### src/rtl/core/nntb_pkg.sv
// Shared types and constants for the nearest-neighbor tour builder.
package nntb_pkg;

   localparam int MAX_POINTS  = 512;
   localparam int COORD_BITS  = 16;
   localparam int IDX_BITS    = $clog2(MAX_POINTS);
   localparam int CNT_BITS    = $clog2(MAX_POINTS + 2);
   localparam int DIST_BITS   = 2 * COORD_BITS + 1;
   localparam int SQ_BITS     = 2 * COORD_BITS;

   localparam int QUEUE_DEPTH = 4;
   localparam int QPTR_BITS   = $clog2(QUEUE_DEPTH);
   localparam int QCNT_BITS   = $clog2(QUEUE_DEPTH + 1);

   // Port payload widths.
   localparam int OP_BITS       = 2;
   localparam int PORT_COORD    = 16;
   localparam int STATUS_BITS   = 3;
   localparam int TOUR_BITS     = 9;
   localparam int REQ_DATA_BITS = 32;
   localparam int RSP_DATA_BITS = 48;
   localparam int RSP_PAD_BITS  = RSP_DATA_BITS - TOUR_BITS - 2 * PORT_COORD;

   localparam logic [OP_BITS-1:0] OP_CLEAR = 2'd0;
   localparam logic [OP_BITS-1:0] OP_LOAD  = 2'd1;
   localparam logic [OP_BITS-1:0] OP_STEP  = 2'd2;

   typedef enum logic [STATUS_BITS-1:0] {
      STAT_STORED  = 3'd0,
      STAT_REJECT  = 3'd1,
      STAT_POINT   = 3'd2,
      STAT_CLOSE   = 3'd3,
      STAT_OVER    = 3'd4,
      STAT_CLEARED = 3'd5
   } status_type;

   typedef enum logic [1:0] {
      CMD_CLEAR,
      CMD_LOAD,
      CMD_STEP
   } cmd_kind_type;

   typedef struct packed {
      cmd_kind_type          kind;
      logic [COORD_BITS-1:0] x;
      logic [COORD_BITS-1:0] y;
   } cmd_type;

   typedef struct packed {
      logic                  visited;
      logic [COORD_BITS-1:0] y;
      logic [COORD_BITS-1:0] x;
   } point_type;

   typedef enum logic [1:0] {
      ST_IDLE,
      ST_FETCH,
      ST_SCAN,
      ST_DRAIN
   } back_state_type;

endpackage

### src/rtl/core/nntb_front.sv
// Request decoder and command queue feeding the tour engine.
module nntb_front
   import nntb_pkg::*;
(
   input  logic                     clock,
   input  logic                     reset,
   input  logic                     req_tvalid,
   output logic                     req_tready,
   input  logic [OP_BITS-1:0]       req_tuser,  // op
   input  logic [REQ_DATA_BITS-1:0] req_tdata,  // x_in, y_in
   output logic                     q_valid,
   output cmd_type                  q_cmd,
   input  logic                     q_pop
);

   cmd_type              fifo_ff [QUEUE_DEPTH];
   logic [QPTR_BITS-1:0] wr_ptr_ff;
   logic [QPTR_BITS-1:0] wr_ptr_in;
   logic [QPTR_BITS-1:0] rd_ptr_ff;
   logic [QPTR_BITS-1:0] rd_ptr_in;
   logic [QCNT_BITS-1:0] fill_ff;
   logic [QCNT_BITS-1:0] fill_in;
   logic                 push;
   logic                 known_op;
   cmd_type              cmd_in;

   assign req_tready = (fill_ff != QCNT_BITS'(QUEUE_DEPTH));
   assign q_valid    = (fill_ff != '0);
   assign q_cmd      = fifo_ff[rd_ptr_ff];

   // Unknown ops are taken and dropped: they produce no response.
   always_comb begin
      known_op    = 1'b1;
      cmd_in.kind = CMD_CLEAR;
      cmd_in.x    = req_tdata[COORD_BITS-1:0];
      cmd_in.y    = req_tdata[PORT_COORD +: COORD_BITS];
      case (req_tuser)
         OP_CLEAR: cmd_in.kind = CMD_CLEAR;
         OP_LOAD:  cmd_in.kind = CMD_LOAD;
         OP_STEP:  cmd_in.kind = CMD_STEP;
         default:  known_op = 1'b0;
      endcase
   end

   assign push = req_tvalid && req_tready && known_op;

   always_comb begin
      wr_ptr_in = push  ? wr_ptr_ff + QPTR_BITS'(1) : wr_ptr_ff;
      rd_ptr_in = q_pop ? rd_ptr_ff + QPTR_BITS'(1) : rd_ptr_ff;
      fill_in   = fill_ff;
      if (push && !q_pop) begin
         fill_in = fill_ff + QCNT_BITS'(1);
      end else if (!push && q_pop) begin
         fill_in = fill_ff - QCNT_BITS'(1);
      end
   end

   always_ff @(posedge clock) begin
      if (push) begin
         fifo_ff[wr_ptr_ff] <= cmd_in;
      end
   end

   always_ff @(posedge clock) begin
      if (reset) begin
         wr_ptr_ff <= '0;
         rd_ptr_ff <= '0;
         fill_ff   <= '0;
      end else begin
         wr_ptr_ff <= wr_ptr_in;
         rd_ptr_ff <= rd_ptr_in;
         fill_ff   <= fill_in;
      end
   end

endmodule

### config.mk
export PLATFORM = sky130hd
export DESIGN_NAME = nntb_front
export DESIGN_NICKNAME = d
export VERILOG_FILES = /design/src/rtl/core/nntb_pkg.sv /design/src/rtl/core/nntb_front.sv
export SDC_FILE = /design/constraint.sdc
export NUM_CORES = 1
export LEC_CHECK = 0
export BUFFER_PORTS_ARGS = -buffer_cell sky130_fd_sc_hd__buf_2
export CAP_MARGIN = 10
export CORE_MARGIN = 1.5
export CORE_UTILIZATION = 51
export CTS_CLUSTER_SIZE = 16
export DETAILED_ROUTE_END_ITERATION = 12
export PLACE_DENSITY = 0.75
export RECOVER_POWER = 100
export SYNTH_ARGS = -nofsm -noshare
export SYNTH_HDL_FRONTEND = slang
export SYNTH_SLANG_ARGS = --single-unit
### constraint.sdc
create_clock -name clock -period 2 [get_ports clock]
set_clock_uncertainty 0.1 [all_clocks]
set_input_delay 0.2 -clock clock [delete_from_list [all_inputs] [get_ports clock]]
set_output_delay 0.2 -clock clock [all_outputs]
set_load 0.03 [all_outputs]
==> Yosys cells after proc, flatten, opt, wreduce, memory -nomap -nowiden <==
Memories as Yosys holds them, arrays and structs flattened. A register that Yosys moved wholly into a read port is not among the register bits.
Index checks and enable logic that the tools add are counted.
Widths: inputs -> output; s select.
{ "classes": {"n_addsub": 4, "n_eq_ne": 3, "n_reduce_logical": 10, "mux": 8} }
{ "ops": {"columns": ["op", "count"], "rows": [
  ["$mux 3", 2],
  ["$add 2x1->2 const B", 2],
  ["$logic_and 1x1->1", 4],
  ["$mux 2", 2],
  ["$pmux 2 s2", 1],
  ["$add 3x1->3 const B", 1],
  ["$mux 1", 3],
  ["$ne 3x3->1 const B", 1],
  ["$reduce_bool 3->1", 1],
  ["$reduce_or 3->1", 1],
  ["$sub 3x1->3 const B", 1],
  ["$eq 2x1->1 const B", 1],
  ["$eq 2x2->1 const B", 1],
  ["$logic_not 1->1", 2],
  ["$logic_not 2->1", 1],
  ["$reduce_bool 2->1", 1]
]} }
{ "totals": {"memories": 1, "ramBits": 136, "inputBits": 38, "output_inout_bits": 36, "ff_bits": 7, "elab_cells": 29} }
{ "memory_table": {"columns": ["memory", "words", "word_bits", "rd", "rd_ports_with_merged_regs", "write_ports", "line", "source"], "rows": [
  ["fifo_ff", 4, 34, 1, 1, 1, "nntb_front.sv:16", "cmd_type fifo_ff [QUEUE_DEPTH];"]
]} }

==> Longest topological paths before layout <==
Gate-level depths: netlist of run 1.
{ "logic_depth": {"ltp_word": 8, "ltp_mapped": 8, "mapped_depth_nobuf": 8} }

==> Least setup slack after synthesis of run 1 <==
No wires, ideal clock.
{ "synth_timing": {"path_type": "reg2reg", "start": "register fill_ff[0]", "end": "register fill_ff[2]", "period_less_slack_ns": 2.173, "n_path_buf": 0, "slack_ns": -0.173, "setup_ns": 0.070, "t_required_ns": 1.830, "arrival_ns": 2.003, "path_stages_with_launch": 9, "path_cell_list": "dfxtp_1 -> nor2_2 -> a221oi_4 -> ha_1 -> inv_1 -> fa_1 -> xor2_1 -> or3_1 -> a21oi_1"} }
{ "synth_between": {"elab_chain_len": 6, "elab_cells_between_ends": 11, "classes_between": "2 x add/sub; 1 x eq/ne; 2 x mux; 6 x reduce/logical"} }
{ "synth_lines": {"columns": ["item", "line", "source"], "rows": [
  ["start, declared", "nntb_front.sv:21", "logic [QCNT_BITS-1:0] fill_ff;"],
  ["start signal, assigned", "nntb_front.sv:72", "fill_ff <= fill_in;"],
  ["$ne 3x3->1 (*)", "nntb_front.sv:27", "assign req_tready = (fill_ff != QCNT_BITS'(QUEUE_DEPTH));"],
  ["$logic_and 1x1->1 (*) (2 in series)", "nntb_front.sv:45", "assign push = req_tvalid && req_tready && known_op;"],
  ["net push", "nntb_front.sv:23", "logic push;"],
  ["$logic_not 1->1", "nntb_front.sv:53", "end else if (!push && q_pop) begin"],
  ["$logic_and 1x1->1", "nntb_front.sv:53", null],
  ["$reduce_bool 2->1 (no line)", null, null]
]} }
The timed path passes the listed nets; every way through them passes the cells marked *. The select of a mux whose other input is x is not followed.
A chain may end at the register's enable or synchronous reset.

==> results of run 1 <==
==> synth_stat cells, drive strengths merged, types with 2 or more instances <==
library cell  instances  area [sq um]
clkbuf                2          7.51
or3                   2          13.8
nor2                  8          32.5
ha                    5          62.6
mux4                 34           781
nand2                 2          7.51
mux2i                 2          20.0
buf                   7          86.3
inv                   5          18.8
and2                  4          30.0
xor2                  3          26.3
dfxtp                 9           180
nor2b                 2          12.5
edfxtp              136          4080
nand2b                2          12.5
==> how the worst max path moves through the flow <==
stage / from / endpoint / cells after the start
after global routing: flop / q_cmd[33] / 3
final: flop / q_cmd[6] / 3
after CTS: flop / q_cmd[10] / 4
after detailed placement: fill_ff[1]$_SDFFE_PP0P_ / fill_ff[2]$_SDFFE_PP0P_ / 8
after global placement: fill_ff[1]$_SDFFE_PP0P_ / fill_ff[2]$_SDFFE_PP0P_ / 8
after floorplan: fill_ff[0]$_SDFFE_PP0P_ / fill_ff[2]$_SDFFE_PP0P_ / 8
==> critical path: cells and delay by family (launching register included) <==
family / cells / cell delay, ps
flip-flops: 1 / 460
buffers and inverters: 2 / 360
multiplexers: 1 / 520
==> layer usage <==
layer,track usage (%),part of all wire (%),vias to the layer above
met4,6.29,1.3,0
li1,-,-,1236
met5,0,0,-
met1,24.5,44,1398
met3,6.07,4.4,11
met2,31.4,50,90
==> logic make-up (layout without fill, tap and decap cells) <==
| group | count (synthesis) | after routing | synth area share (%) |
|---|---|---|---|
| buffers and inverters | 14 | 169 | 2.06 |
| AO/OA/AOI/OAI | 3 | 3 | 0.665 |
| flip-flops | 145 | 145 | 78.2 |
| adder cells (fa/ha/maj) | 6 | 6 | 1.51 |
| XOR/XNOR | 4 | 4 | 0.642 |
| other | 0 | 1 | 0 |
| multiplexers | 37 | 37 | 15.0 |
| AND/OR/NAND/NOR | 20 | 20 | 2.00 |
==> timing repair <==
| item | 4_1_cts | 5_1_grt |
|---|---|---|
| pin swaps | 3 | 3 |
| gates cloned | 2 | 2 |
| endpoints found under the hold margin | 144 | 0 |
| setup buffers | 5 | 2 |
| endpoints found under the setup margin | 35 | 36 |
| gates resized for setup | 76 | 8 |
| hold buffers | 36 | 0 |
==> layout by cell type (no fill, tap or decap), types with 2 or more instances in the layout <==
| cell | n |
|---|---|
| nor2b_1 | 2 |
| dfxtp_4 | 2 |
| nor2_1 | 8 |
| mux4_2 | 34 |
| clkbuf_16 | 18 |
| buf_12 | 10 |
| clkinv_1 | 2 |
| nand2b_1 | 2 |
| clkinv_2 | 3 |
| edfxtp_1 | 136 |
| buf_4 | 8 |
| bufinv_16 | 4 |
| nand2_1 | 2 |
| clkbuf_4 | 2 |
| buf_2 | 2 |
| dfxtp_1 | 6 |
| and2_2 | 4 |
| buf_6 | 36 |
| mux2i_1 | 2 |
| clkinv_4 | 2 |
| clkinvlp_4 | 3 |
| inv_1 | 4 |
| clkbuf_1 | 36 |
| dlygate4sd3_1 | 36 |
| xor2_1 | 3 |
| ha_1 | 5 |
==> area by class of cell <==
cell class	instances	area, sq um
Clock inverter	15	191
Inverter	5	18.8
Clock buffer	17	414
Antenna cell	1	2.50
Tap cell	136	170
Timing Repair Buffer	132	1240
Fill cell	653	3000
Multi-Input combinational cell	70	1070
Sequential cell	145	4270
==> power groups by stage <==
stage          Combinational, mW  Clock, mW  Sequential (mW)
3_3_place_gp                1.10          0             3.66
2_1_floorplan              0.780          0             3.66
5_1_grt                     1.51       3.36             3.62
6_report                    1.43       3.20             3.61
4_1_cts                     1.43       3.24             3.61
3_5_place_dp                1.13          0             3.68
==> state kept, by name (all words and copies together), names as in the netlist, named ones only <==
register and cells:
rd_ptr_ff 2, wr_ptr_ff 2, fill_ff 3, fifo_ff 136
==> metrics.txt, run 1 <==
cell area after synthesis=~0.0055 sq mm; H-tree levels=4; Peak Freq=464 MHz; Clock power frac=38.8%; reg2reg end=fill_ff[2]$_SDFFE_PP0P_; EDFF count, synth=136; post-DP HPWL=5640 um; Crit path arrival time=1860 ps; detailed-route via count=2735; CTS max path bufs=2; crit end category=primary output; failing checks=setup timing; worst path required time=1700 ps; Num CTS Buffers=17; full die area=0.0113 sq mm; placed cell areas=approximately 0.006 sq mm; Initial Utilization=52.6%; drt wl/cell=19.5 um; maxcap violations=0; drt total wl=~10000 um; Seq pwr share=43.8%; Reg-to-Reg Start=fill_ff[0]$_SDFFE_PP0P_; CTS tree=built; Hold Path Depth=2; Main synth FF type=edfxtp_1; Slew @ Worst Pin=~380 ps; Chip Width=106 um; share of layout cells above drive strength 1=a little over a third; Finish-stage setup viols=99; CP Cell Sequence=clkbuf_16 -> mux4_2 -> buf_6; WHS Endpoint=fifo_ff[2][32]$_DFFE_PP_; largest net degree at the start of global routing=22; WS Path Type=reg2out; port bufs=between 70 and 80; initial antenna violation count=1; drc violations=0; Synth Register Bits=145; Die H=106 um; post-layout net count=roughly 420; remaining global-route overflow=0; Slew HR=approximately three quarters; CP max stage cell=mux4_2; row count=37; CP startpoint kind=flop; Tcrit/Tclk final=108%; Core Footprint=0.0104 sq mm; Syn Area/Cell=23.8 sq um; DRT iter0 DRCs=185; Area growth, synth to finish=35.2%; Final Hold Viols=0; Final ANT Viol Nets=0; Leak Pwr=2.52 nW; syn_nets=~270; Internal=between 6 and 7 mW; Period minus WS final=2160 ps; Crit Path Max Fanout=7; outcome=complete, but fails checks; vias per inst=5.25; Pre-Repair DR Iteration Count=5; Power per Cell Area=approximately 1100 mW/mm^2; Post-synth ARST share=0%; Worst Min Path Start=req_tuser[0]; I/O pin total=74; vias in the first global route=2778; Slew Viols, Final=0; Final Non-Filler Cells=521; fin area=0.00737 sq mm; critical path's largest stage delay=between 500 and 600 ps; Power Total=8.24 mW; Clk Latency, worst-skew pair=520 ps; Seq/Total Area, Yosys=78.2%; clk slew on worst S/H paths=~60 ps; NetSw=2.00 mW; CTS sink cnt=between 100 and 150; global-route usage over all layers=19.2%; register-to-register setup slack=-80 ps; synthesized instance count=229; yosys warns=0; hold_ws=about 70 ps; HP Class=in2reg; Final WS setup=-156 ps; Clock Tree Root=clkbuf_8; DP Cell Count=~440; first-pass GRT wire length=15500 um; number of distinct library cells after synthesis=26; DP Worst Slack=-101 ps; setup tns final=-5120 ps; GPL Wtd Cong=0.717; VDD IR-drop max=between 0.6 and 0.7 mV; R2R cell count=8; Finished Core Util=between 70% and 80%; Combinational Power Share=17.4%; RSZ-0062 raised after global routing=yes; switching part of the total=around 24%
Power figures use the tool's default switching activity.
==> inputs of run 2 (changes only) <==
==> constraint.sdc (replaced) <==
create_clock -name clock -period 2 [get_ports clock]
set_clock_uncertainty 0.1 [all_clocks]
set_input_delay 0.3 -clock clock [delete_from_list [all_inputs] [get_ports clock]]
set_output_delay 0.3 -clock clock [all_outputs]
set_load 0.03 [all_outputs]
==> metrics.txt, run 2 (synthesized netlist as in run 1, its figures left out) <==
outcome=complete, but fails checks; failing checks=setup timing; Leak Pwr=2.49 nW (-1.2%); Top reg by flops=fifo_ff; post-DP HPWL=5610 um (-0.53%); Slew Viols, Final=0 (unchanged); full die area=0.0113 sq mm (unchanged); Finish-stage setup viols=171 (+73%); CP startpoint kind=flop; Num CTS Buffers=17 (unchanged); biggest regs=fifo_ff: 136 flops, fill_ff: 3 flops; global-route usage over all layers=18.5% (-0.71 points); CTS sink cnt=145 (unchanged); worst path required time=1600 ps (-100 ps); NetSw=2.00 mW (about the same); Crit Path Max Fanout=13 (+6); Reg-to-Reg Start=fill_ff[1]$_SDFFE_PP0P_; Final Non-Filler Cells=521 (unchanged); Period minus WS final=2240 ps (+81.8 ps); most frequent cells in the layout=136 x edfxtp_1, 37 x clkbuf_1, 34 x mux4_2, 34 x dlygate4sd3_1, 28 x buf_6; Chip Width=106 um (unchanged); port bufs=73 (unchanged); Final ANT Viol Nets=0 (unchanged); Core Footprint=0.0104 sq mm (unchanged); reg2reg end=fill_ff[2]$_SDFFE_PP0P_; Combinational Power Share=16.8% (-0.6 points); Power per Cell Area=1110 mW/mm^2 (-0.21%); ant diodes=0 (-1); drt wl/cell=18.7 um (-3.9%); Slew HR=74.4% (-0.42 points); remaining global-route overflow=0 (unchanged); max reg flops=136 (unchanged); vias per inst=5.19 (-1.2%); Peak Freq=447 MHz (-3.7%); GPL Wtd Cong=0.704 (-1.9%); row count=37 (unchanged); drc violations=0 (unchanged); hold_ws=137 ps (+67.2 ps); vias in the first global route=2958 (+6.5%); commonest non-fill, non-tap cell in the layout=edfxtp_1; share of layout cells above drive strength 1=36.6% (+0.95 points); Clock power frac=38.6% (-0.2 points); Final Hold Viols=0 (unchanged); RSZ-0062 raised after global routing=yes; Seq pwr share=44.6% (+0.8 points); DRT iter0 DRCs=158 (-15%); Clock Tree Root=clkbuf_8; VDD IR-drop max=0.694 mV (-0.69%); crit path to=q_cmd[3]; CTS max path bufs=2 (unchanged); Final WS setup=-238 ps (-81.8 ps); crit end category=primary output; switching part of the total=24.7% (+0.36 points); H-tree levels=4 (unchanged); post-layout net count=416 (+0.24%); R2R cell count=8 (unchanged); initial antenna violation count=0 (-1); FF/Latch Area=0.00428 sq mm (+0.15%); clk slew on worst S/H paths=60 ps (about the same); Clk Latency, worst-skew pair=510 ps (about the same); Initial Utilization=52.6% (unchanged); maxcap violations=0 (unchanged); CTS tree=built; WS Path Type=reg2out; Area growth, synth to finish=33.3%; detailed-route via count=2703 (-1.2%); fillers=676 (+3.5%); Slew @ Worst Pin=384 ps (+4.75 ps); Die H=106 um (unchanged); I/O pin total=74 (unchanged); largest net degree at the start of global routing=25 (+14%); multi-input logic area=0.00106 sq mm (-0.70%); Tcrit/Tclk final=112% (+4.1 points); drt total wl=9760 um (-3.9%); Pre-Repair DR Iteration Count=4 (-1); Internal=6.11 mW (-2.0%); DP Cell Count=447 (+0.90%); register-to-register setup slack=-160 ps (-80 ps); first-pass GRT wire length=15100 um (-2.5%); HP Class=in2reg; Crit path arrival time=1840 ps (-20 ps)
-- run 2: worst max-delay path, stage by stage, from the launching register on --
cell     delay (ps)
dfxtp_4         410
buf_12          180
mux4_2          560
buf_6           170
-- run 2: power by group through the flow --
stage	logic [mW]	clock network (mW)	registers, mW
finish	1.36	3.13	3.61
global route	1.45	3.33	3.63
CTS	1.37	3.20	3.62
detailed placement	1.12	0	3.69
global placement	1.10	0	3.67
floorplan	0.780	0	3.66
-- run 2: worst min path at each step --
stage / to / cells past startpoint / startpoint / slack, ps
floorplan: fifo_ff[0][0]$_DFFE_PP_ / 0 / req_tdata[16] / 300
global placement: wr_ptr_ff[1]$_SDFFE_PP0P_ / 2 / wr_ptr_ff[1]$_SDFFE_PP0P_ / 400
detailed placement: fifo_ff[1][1]$_DFFE_PP_ / 1 / req_tdata[17] / 420
CTS: fifo_ff[0][32]$_DFFE_PP_ / 3 / req_tuser[1] / 120
global route: fifo_ff[0][33]$_DFFE_PP_ / 3 / req_tuser[0] / 130
finish: fifo_ff[0][33]$_DFFE_PP_ / 3 / req_tuser[0] / 140
-- run 2: per-layer routing --
| layer | routed length (um) | vias to the layer above | GRT usage, % |
|---|---|---|---|
| li1 | - | 1229 | - |
| met1 | 4110 | 1391 | 22.8 |
| met2 | 5250 | 72 | 31.7 |
| met3 | 299 | 11 | 4.66 |
| met4 | 106 | 0 | 6.76 |
| met5 | 0 | - | 0 |
-- run 2: final cells by class --
class | count | area share (%)
repair buffers | 133 | 15.8
well taps | 136 | 2.34
flip-flops and latches | 145 | 58.8
multi-input cells | 70 | 14.6
clock buffers | 18 | 5.75
inverters | 5 | 0.258
clock inverters | 14 | 2.43
-- run 2: timing repair --
action	4_1_cts	5_1_grt
hold buffers	34	0
buffers inserted	3	4
hold endpoints to repair	134	0
gates cloned	0	1
endpoints found under the setup margin	36	35
pin swaps	2	1
gates resized for setup	62	6
-- run 2: through the flow --
step	util, %	power, mW	setup TNS, ps	setup WS (ps)	area, sq um
floorplan	-	4.44	-76.0	-76.0	5470
global placement	59.3	4.78	-22.8	-22.8	6150
detailed placement	59.3	4.81	-95.7	-95.7	6150
CTS	70.3	8.19	-7620	-273	7290
global route	70.1	8.41	-34440	-299	7270
finish	70.1	8.11	-13550	-238	7270
==> inputs of run 3 (changes only) <==
Settings changed: CORE_ASPECT_RATIO from default to 1.75, GPL_TIMING_DRIVEN from default to 0.
==> metrics.txt, run 3 (synthesized netlist as in run 1, its figures left out) <==
Hold Path Depth=1 (-2); reg2reg end=fill_ff[2]$_SDFFE_PP0P_; VDD IR-drop max=0.724 mV (+4.4%); GRT met1 Usage=20.4% (-2.4 points); row count=49 (+32%); Slew @ Worst Pin=545 ps (+161 ps); Initial Utilization=52.7% (about the same); Tcrit/Tclk final=107% (-4.7 points); first-pass GRT wire length=14400 um (-4.8%); CP startpoint kind=flop; biggest regs=fifo_ff: 136 flops, fill_ff: 3 flops; Core Footprint=0.0104 sq mm (about the same); max reg flops=136 (unchanged); Clock Tree Root=clkbuf_16; Final Hold Viols=0 (unchanged); Clk Latency, worst-skew pair=410 ps (-100 ps); GPL Wtd Cong=0.674 (-4.2%); NetSw=1.90 mW (-4.9%); Final ANT Viol Nets=0 (unchanged); worst path required time=1600 ps (about the same); remaining global-route overflow=0 (unchanged); Die H=140 um (+31%); Seq pwr share=45.8% (+1.2 points); Combinational Power Share=17.3% (+0.5 points); M3 GR Usage=5.77% (+1.1 points); Crit path arrival time=1740 ps (-100 ps); HP Class=in2reg; failing checks=setup timing; setup tns final=-4000 ps (+9550 ps); post-layout net count=398 (-4.3%); port bufs=72 (-1.4%); WP buf/inv=3 (+1); Area growth, synth to finish=30.8%; Leak Pwr=2.42 nW (-2.9%); FF/Latch Area=0.00428 sq mm (about the same); DP Cell Count=428 (-4.3%); CP most frequent cell=buf_12; Final WS setup=-143 ps (+94.3 ps); Chip Width=81.2 um (-24%); Num CTS Buffers=17 (unchanged); RSZ-0062 raised after global routing=yes; I/O pin total=74 (unchanged); hold_ws=78.8 ps (-58.4 ps); share of layout cells above drive strength 1=35.4% (-1.2 points); critical path's largest stage delay=530 ps (-30 ps); initial antenna violation count=0 (unchanged); DRT iter0 DRCs=156 (-1.3%); ant diodes=0 (unchanged); drt wl/cell=18.8 um (+0.43%); largest net degree at the start of global routing=35 (+40%); Internal=6.00 mW (-1.7%); register-to-register setup slack=-30 ps (+130 ps); vias per inst=5.26 (+1.4%); met2 Usage GRT=30.7% (-0.91 points); Clock power frac=36.9% (-1.7 points); Final Non-Filler Cells=494 (-5.2%); detailed-route via count=2599 (-3.8%); Period minus WS final=2140 ps (-94.3 ps); CTS tree=built; CP max stage cell=mux4_2; H-tree levels=4 (unchanged); vias in the first global route=2810 (-5.0%); full die area=0.0114 sq mm (+0.21%); Power Total=7.90 mW (-2.5%); busiest grt layer=met2; Pre-Repair DR Iteration Count=4 (unchanged); fillers=656 (-3.0%); Slew Viols, Final=0 (unchanged); CTS max path bufs=2 (unchanged); commonest non-fill, non-tap cell in the layout=edfxtp_1; Finished Core Util=68.9% (-1.3 points); R2R cell count=9 (+1); CP Cell Sequence=buf_12 -> buf_12 -> mux4_2 -> buf_6; drc violations=0 (unchanged); Reg-to-Reg Start=fill_ff[1]$_SDFFE_PP0P_; Power per Cell Area=1110 mW/mm^2 (-0.65%); Worst Min Path Start=req_tdata[28]; WHS Endpoint=fifo_ff[0][12]$_DFFE_PP_; crit-path leading delay family=multiplexers; Crit Path Max Fanout=5 (-8); Peak Freq=467 MHz (+4.4%); Top reg by flops=fifo_ff; Slew HR=63.7% (-11 points); drt total wl=9290 um (-4.8%); most frequent cells in the layout=136 x edfxtp_1, 38 x clkbuf_1, 37 x buf_6; WS Path Type=reg2out; switching part of the total=24.1% (-0.61 points); maxcap violations=0 (unchanged); outcome=complete, but fails checks; clk slew on worst S/H paths=60 ps (about the same); Finish-stage setup viols=33 (-81%); CTS sink cnt=145 (unchanged); multi-input logic area=0.00109 sq mm (+3.1%); global-route usage over all layers=18.1% (-0.39 points); crit end category=primary output; post-DP HPWL=5290 um (-5.9%)
## run 3: metal layers
metal  share of wire [%]  up-vias
li1                    -     1188
met1                  39     1318
met2                  55       74
met3                 4.3       19
met4                 2.0        0
met5                   0        -
## run 3: worst max path at each step
stage | endpoint | cells past startpoint | from | slack [ps]
2_1_floorplan | fill_ff[2]$_SDFFE_PP0P_ | 8 | fill_ff[0]$_SDFFE_PP0P_ | -80
6_report | q_cmd[5] | 4 | flop | -140
4_1_cts | q_cmd[14] | 4 | flop | -180
5_1_grt | q_cmd[32] | 4 | flop | -190
3_5_place_dp | fill_ff[2]$_SDFFE_PP0P_ | 8 | req_tuser[1] | -300
3_3_place_gp | fill_ff[2]$_SDFFE_PP0P_ | 8 | req_tuser[1] | -230
## run 3: what timing repair did
action	CTS	global route
hold buffers	24	0
gates cloned	1	3
endpoints found under the setup margin	172	35
pin swaps	1	0
endpoints found under the hold margin	94	0
resized for setup	85	6
buffers inserted	6	1
## run 3: cell type report
type	count	area share, %
multi-input combinational	70	15.3
clock inverter	14	1.72
tap	127	2.23
timing repair buffer	107	13.1
buffer	8	1.49
clock buffer	18	6.01
sequential	145	59.9
inverter	5	0.263
## run 3: power by group through the flow
stage,clock network (mW),registers [mW],logic [mW]
final,2.92,3.62,1.37
after global routing,3.08,3.64,1.47
after CTS,2.96,3.62,1.35
after detailed placement,0,3.68,1.06
after global placement,0,3.67,1.05
after floorplan,0,3.66,0.780
## run 3: stage by stage
stage               worst slack (ps)  instance area (sq um)
finish                          -143                   7140
global route                    -186                   7140
CTS                             -181                   7100
detailed placement              -297                   5990
global placement                -230                   5990
floorplan                      -76.0                   5470
